===== config.mk =====
export PLATFORM = sky130hd
export DESIGN_NAME = mtg_mod_unit
export DESIGN_NICKNAME = d
export VERILOG_FILES = /design/src/hw/rtl/mtg_pkg.sv /design/src/hw/rtl/mtg_mod_unit.sv
export SDC_FILE = /design/constraint.sdc
export NUM_CORES = 1
export LEC_CHECK = 0
export BUFFER_PORTS_ARGS = -buffer_cell sky130_fd_sc_hd__buf_4
export CAP_MARGIN = 20
export CORE_MARGIN = 8
export CORE_UTILIZATION = 49
export CTS_CLUSTER_SIZE = 28
export DETAILED_ROUTE_END_ITERATION = 12
export PLACE_DENSITY = 0.77
export SYNTH_ARGS = -nofsm -noshare
export SYNTH_HDL_FRONTEND = slang
export SYNTH_SLANG_ARGS = --single-unit

===== constraint.sdc =====
create_clock -name clk -period 6.5 [get_ports clk]
set_clock_uncertainty 0.2 [all_clocks]
set_input_delay 0.65 -clock clk [delete_from_list [all_inputs] [get_ports clk]]
set_output_delay 0.65 -clock clk [all_outputs]
set_load 0.01 [all_outputs]

===== src/hw/rtl/mtg_pkg.sv =====
// Types and constants shared by the generator core modules.
`timescale 1ns / 1ps

package mtg_pkg;

  localparam int MTG_WORD_W       = 32;
  localparam int MTG_STATE_WORDS  = 624;
  localparam int MTG_TWIST_OFFSET = 397;

  localparam logic [31:0] MTG_SEED_RESET   = 32'd5489;
  localparam logic [31:0] MTG_SEED_MULT    = 32'd1812433253;
  localparam logic [31:0] MTG_UPPER_BIT    = 32'h8000_0000;
  localparam logic [31:0] MTG_LOWER_BITS   = 32'h7fff_ffff;
  localparam logic [31:0] MTG_TWIST_MATRIX = 32'h9908_b0df;
  localparam logic [31:0] MTG_TEMPER_B     = 32'h9d2c_5680;
  localparam logic [31:0] MTG_TEMPER_C     = 32'hefc6_0000;

  localparam logic MTG_OP_RAW    = 1'b0;
  localparam logic MTG_OP_RANGED = 1'b1;

  typedef struct packed {
    logic        opcode;
    logic [31:0] range_low;
    logic [31:0] range_high;
  } mtg_req_t;

  typedef struct packed {
    logic [31:0] value;
    logic        range_error;
  } mtg_rsp_t;

  typedef struct packed {
    logic        start;
    logic [31:0] dividend;
    logic [31:0] divisor;
  } mtg_div_req_t;

  typedef struct packed {
    logic        done;
    logic [31:0] remainder;
  } mtg_div_rsp_t;

endpackage


===== src/hw/rtl/mtg_mod_unit.sv =====
// Restoring remainder unit, one quotient bit per cycle.
`timescale 1ns / 1ps

module mtg_mod_unit
  import mtg_pkg::*;
(
  input  logic         clk,
  input  logic         rst,
  input  mtg_div_req_t req,
  output mtg_div_rsp_t rsp
);

  localparam int CW = $clog2(MTG_WORD_W + 1);

  logic                  busy;
  logic [CW-1:0]         cnt;
  logic [MTG_WORD_W-1:0] rem;
  logic [MTG_WORD_W-1:0] dvd;
  logic [MTG_WORD_W-1:0] dsr;
  logic                  done;
  logic [MTG_WORD_W:0]   trial;
  logic [MTG_WORD_W:0]   rem_next;

  // Shift in the next dividend bit and subtract when the divisor fits.
  always_comb begin
    trial = {rem, dvd[MTG_WORD_W-1]};
    if (trial >= {1'b0, dsr}) begin
      rem_next = trial - {1'b0, dsr};
    end else begin
      rem_next = trial;
    end
  end

  always_ff @(posedge clk) begin
    if (rst) begin
      busy <= 1'b0;
      done <= 1'b0;
      cnt  <= '0;
    end else begin
      // Done pulses for one cycle after the last quotient bit.
      done <= busy && !req.start && (cnt == CW'(1));
      if (req.start) begin
        busy <= 1'b1;
        cnt  <= CW'(MTG_WORD_W);
        rem  <= '0;
        dvd  <= req.dividend;
        dsr  <= req.divisor;
      end else if (busy) begin
        rem <= rem_next[MTG_WORD_W-1:0];
        dvd <= {dvd[MTG_WORD_W-2:0], 1'b0};
        cnt <= cnt - CW'(1);
        if (cnt == CW'(1)) begin
          busy <= 1'b0;
        end
      end
    end
  end

  assign rsp.done      = done;
  assign rsp.remainder = rem;

endmodule


* After elaboration in Yosys (flattened, before gate mapping)
Cells that the tools add are included.
** Storage, ports and cells
- Input bits :: 67
- Output and inout port bits :: 33
- Flip-flop bits (word level) :: 104
- Word-level logic and storage cells :: 28
** Operators by class
- Multiplexer cells :: 9
- Reduce and logical (&&, ||, !) cells :: 7
- Bitwise operators :: 1
- Magnitude comparators :: 1
- Equality and inequality tests :: 1
- Add/subtract/negate cells :: 2
** Operator list (number)
- 32-bit 2-to-1 mux :: 4
- 33-bit by 32-bit greater-or-equal comparator with 1-bit output :: 1
- 32-bit subtractor :: 1
- 6-bit 2-to-1 mux :: 2
- 6-bit by 1-bit == test with 1-bit output, second input constant :: 1
- 6-bit by 1-bit subtractor with 6-bit output, second input constant :: 1
- 2-bit AND reduction :: 2
- 1-bit 2-to-1 mux :: 3
- 1-bit logical AND :: 2
- 2-bit nonzero test :: 1
- 2-bit OR reduction :: 1
- 1-bit logical NOT :: 1
- 1-bit NOT :: 1

* Longest topological paths before layout
- Word-level depth :: 4
- Mapped depth :: 13
- Depth with buffers taken out :: 12

* Worst setup path after synthesis
OpenSTA, ideal clock, no wires.
- Path kind :: input to register
- Start point :: input port req[64] (netlist bit)
- End point :: register dvd[0] (enable)
- Required time :: 5.791 ns
- Slack :: 1.891 ns
- Buffers on the path :: 0
- Setup time :: 0.509 ns
- Stages on the path :: 2
- Data arrival time :: 3.899 ns
- Cell sequence :: inv_1 a21oi_1
** On the way
- Cells in the longest elaborated chain, start to end :: 2
** RTL lines
- start, declared :: line mtg_mod_unit.sv:9 : input mtg_div_req_t req,
- 2-bit nonzero test (no line)
- 2-bit AND reduction (no line)
- end signal, assigned :: line mtg_mod_unit.sv:46 : dvd <= req.dividend;
- end signal, assigned :: line mtg_mod_unit.sv:50 : dvd <= {dvd[MTG_WORD_W-2:0], 1'b0};
- end, declared :: line mtg_mod_unit.sv:18 : logic [MTG_WORD_W-1:0] dvd;
No other way between the ends.
A chain may end at the register's enable or synchronous reset.

* Worst setup path after layout
- Start point :: register dvd[31]
- End point :: register rem[26] (data pin)
** On the way
- Cells in the longest elaborated chain, start to end :: 3
- Elaborated cells on any way between the ends :: 4
- Those cells by class :: add/sub: 1; order compare: 1; mux: 2
** RTL lines
- 32-bit subtractor / 33-bit by 32-bit greater-or-equal comparator with 1-bit output (equally long branches) :: line mtg_mod_unit.sv:28, mtg_mod_unit.sv:27
- 32-bit 2-to-1 mux (*) :: line mtg_mod_unit.sv:27 : if (trial >= {1'b0, dsr}) begin
- 32-bit 2-to-1 mux (*) :: line mtg_mod_unit.sv:48 : end else if (busy) begin
- end signal, assigned :: line mtg_mod_unit.sv:49 : rem <= rem_next[MTG_WORD_W-1:0];
- end, declared :: line mtg_mod_unit.sv:17 : logic [MTG_WORD_W-1:0] rem;
Every way passes the cells marked *; elsewhere a longest branch is shown, timed or not. The select of a mux whose other input is x is not followed.

==> summary.md <==
| Metric | Value |
|---|---|
| Final GP Congestion | 0.898 |
| Post-DRT Antenna Nets | 0 |
| Worst-path clk slew | 0.08 ns |
| Outcome | complete, no violations |
| Met3 WL | roughly 1.2 mm |
| RSZ-0062 raised after global routing | false |
| CP cell instances | inv_1 -> ha_1 -> inv_1 -> fa_1 -> a21o_1 -> a221oi_2 -> o211ai_1 -> a2111oi_2 -> o31ai_1 -> or3_1 -> nand3_1 -> a21oi_1 |
| # clock sinks | about 100 |
| Slew @ Worst Pin | between 0.8 and 0.9 ns |
| CP Launch Type | register |
| Synth cell types | 54 |
| Ys async rst share | 0% |
| Hpwl dp | 9.54 mm |
| Synth warn | 0 |
| Fin area | 7050 µm² |
| Filler Cells Inserted | 997 |
| # rows | 40 |
| Largest net degree at the start of global routing | 69 |
| Crit end category | register |
| Vias in the first global route | 4472 |
| CP max stage cell | a2111oi_2 |
| Initial antenna violation count | 0 |
| Hold-fix buffers at CTS | 0 |
| Reg2reg path depth | 12 |
| Met2 WL | 6.29 mm |
| Via-to-Cell Ratio | 5.60 |
| Clock buffer depth | 2 |
| Slew HR | ~44% |
| Via count | 4342 |
| Synthesized cell area | 5850 µm² |
| Most used cell, CP | inv_1 |
| Xor and xnor fraction of the mapped netlist area | 4.04% |
| # IOs | 100 |
| Setup Fix Bufs, Post-CTS | 0 |
| Compound-Gate Fraction of Synth Area | 15.7% |
| Static Leak | 2.90 nW |
| Syn avg cell area | 11.1 µm² |
| Inserted Diodes | 0 |
| CP top delay family | compound AO/OA/AOI/OAI gates |
| FMAX | 270 MHz |
| CP required | 6.38 ns |
| CP max FO | 4 |
| Critical path's largest stage delay | 0.64 ns |
| Crit. path cell count | 12 |
| H-Tree Depth | 3 |
| Die Area | roughly 16000 µm² |
| Layout cell share with drive strength beyond 1 | 25.3% |
| Die height | 125 µm |
| Worst hold margin | 0.265 ns |
| Final Max Tran Viols | 0 |
| Final period util | 57.1% |
| Crit path DAT | 3.59 ns |
| Setup TNS | 0 ns |
| 1st-iter DRT viols | 344 |
| Main combinational cell family by area after synthesis | compound AO/OA/AOI/OAI gates |
| Remaining DRCs | 0 |
| Post-Syn Instances | 527 |
| DR pass1 iterations | 5 |
| Worst hold path type | input pin to register |
| Peak VDD IR | around 0.21 mV |
| Setup violations, final | 0 |
| Global-route wire length before repair | 21.9 mm |
| Root buf cell | clkbuf_16 |
| Buffers on Ports | 99 |
| Hold Fails Final Rpt | 0 |
| Simple-gate share of the synthesized area | approximately 11% |
| Crit path kind | register to register |
| Initial Utilization | 49.5% |
| Congestion Overflow GR | 0 |
| Hold Crit Depth | 1 |
| Met1 WL | 5.48 mm |
| Drt wl/cell | 16.9 µm |
| Net Count, Synth | around 630 |
| WL final | 13.1 mm |
| Yosys reg bits | 104 |
| Main synth FF type | edfxtp_1 |
| Clock latency at the later pin of the worst-skew pair | 0.36 ns |
| # resized after CTS | 0 |
| Post-Place Cell Area | 6750 µm² |
| Min Tclk post-route | around 3.7 ns |
| Nets | 725 |
| Max layer used | met4 |
| Worst Path Buf+Inv | 2 |
| CTS tree | done |
| Max-cap violation count | 0 |
| Adder-cell share of the synthesized area | under 10% |
| Sequential-to-total area share from yosys stat | 52.0% |
| Cell Pwr Density | 265 nW/µm² |
| Post-synthesis mux area share | 5.97% |
| Core Footprint | 11800 µm² |
| Num CTS Buffers | 9 |
| Gr usage total | 17.1% |
| Die Wd | 125 µm |
| EDFF count, synth | between 90 and 100 |
| Area growth, synth to finish | 20.7% |
[report_power, final]
group | internal, mW | leakage [nW] | total [mW] | switching [mW]
sequential | 0.801 | 0.984 | 0.830 | 0.0299
clock | 0.288 | 0.151 | 0.544 | 0.256
combinational | 0.224 | 1.76 | 0.498 | 0.274
total | 1.31 | 2.90 | 1.87 | 0.560
[synth_stat cells (5+ instances only)]
library cell | count | area [µm²]
o21a_1 | 7 | 52.6
ha_1 | 34 | 425
a21o_1 | 14 | 105
xor2_1 | 10 | 87.6
inv_1 | 40 | 150
edfxtp_1 | 96 | 2880
xnor2_1 | 17 | 149
nand4_1 | 7 | 43.8
o21ai_0 | 16 | 80.1
clkbuf_1 | 8 | 30.0
nor2_1 | 28 | 105
mux2_2 | 31 | 349
nand2_1 | 51 | 191
and3_1 | 5 | 31.3
a21oi_1 | 52 | 260
a211oi_1 | 13 | 97.6
nor3_1 | 9 | 45.0
dfxtp_1 | 8 | 160
nand3_1 | 11 | 55.1
a31oi_1 | 6 | 37.5
[cells in the final DEF (no fill, tap or decap), types with 3 or more instances in the layout]
master / count
a21oi_1: 51
nor3_1: 9
o21bai_1: 3
dfxtp_1: 8
o21ai_1: 3
inv_1: 40
or3_1: 3
a31oi_1: 6
edfxtp_1: 96
and2_1: 4
o211ai_1: 4
clkbuf_16: 10
o21ai_0: 16
nor2_1: 27
xnor2_1: 17
xor2_1: 10
nor2b_1: 4
nand4_1: 7
o31ai_1: 3
a21o_1: 14
and3_1: 5
a211oi_1: 13
mux2_2: 31
buf_4: 101
nand2_1: 51
o21a_1: 7
nand3_1: 11
ha_1: 34
[layout make-up]
type	instances	area [µm²]	area share, %
Clock buffer	10	250	3.55
Clock inverter	6	52.6	0.745
Inverter	40	150	2.13
Multi-Input combinational cell	366	2590	36.7
Sequential cell	104	3040	43.1
Tap cell	147	184	2.61
Timing Repair Buffer	102	786	11.1
[per-stage QoR]
| stage | worst slack, ns | utilization (%) | std cells | total power [mW] |
|---|---|---|---|---|
| floorplan | 1.89 | - | 527 | 1.19 |
| global placement | 2.97 | 56.9 | 758 | 1.32 |
| detailed placement | 2.85 | 57.2 | 759 | 1.34 |
| CTS | 2.83 | 59.7 | 775 | 1.88 |
| global route | 2.58 | 59.7 | 775 | 1.97 |
| finish | 2.79 | 59.7 | 775 | 1.87 |
[logic make-up (layout without fill, tap and decap cells)]
group,count (synthesis),in the layout
AO/OA/AOI/OAI,139,139
XOR/XNOR,27,27
adder cells (fa/ha/maj),35,35
buffers and inverters,57,158
flip-flops,104,104
multiplexers,31,31
AND/OR/NAND/NOR,134,134
[worst reg2reg max path: stages, from the launching register on]
cell	delay (ns)
edfxtp_1	0.39
inv_1	0.07
ha_1	0.16
inv_1	0.05
fa_1	0.41
a21o_1	0.23
a221oi_2	0.36
o211ai_1	0.25
a2111oi_2	0.64
o31ai_1	0.19
or3_1	0.33
nand3_1	0.08
a21oi_1	0.06
[sequential cells by signal (all words and copies together) (netlist names)]
signal	cells
rem	32
busy	1
dvd	32
cnt	6
dsr	32
done	1
[final timing paths]
kind            from  endpoint  slack (ns)
max          dvd[31]   rem[26]        2.79
min          req[19]   dsr[19]        0.26
max reg2reg  dvd[31]   rem[26]        2.79
min reg2reg   cnt[0]    cnt[0]        0.29
[per-layer routing]
| metal | track usage [%] | up-vias |
|---|---|---|
| met5 | 0 | - |
| met4 | 6.09 | 0 |
| met3 | 7.48 | 12 |
| met2 | 27.8 | 139 |
| met1 | 19.8 | 2055 |
| li1 | - | 2136 |
No activity file was read; power rests on OpenSTA's default activity.
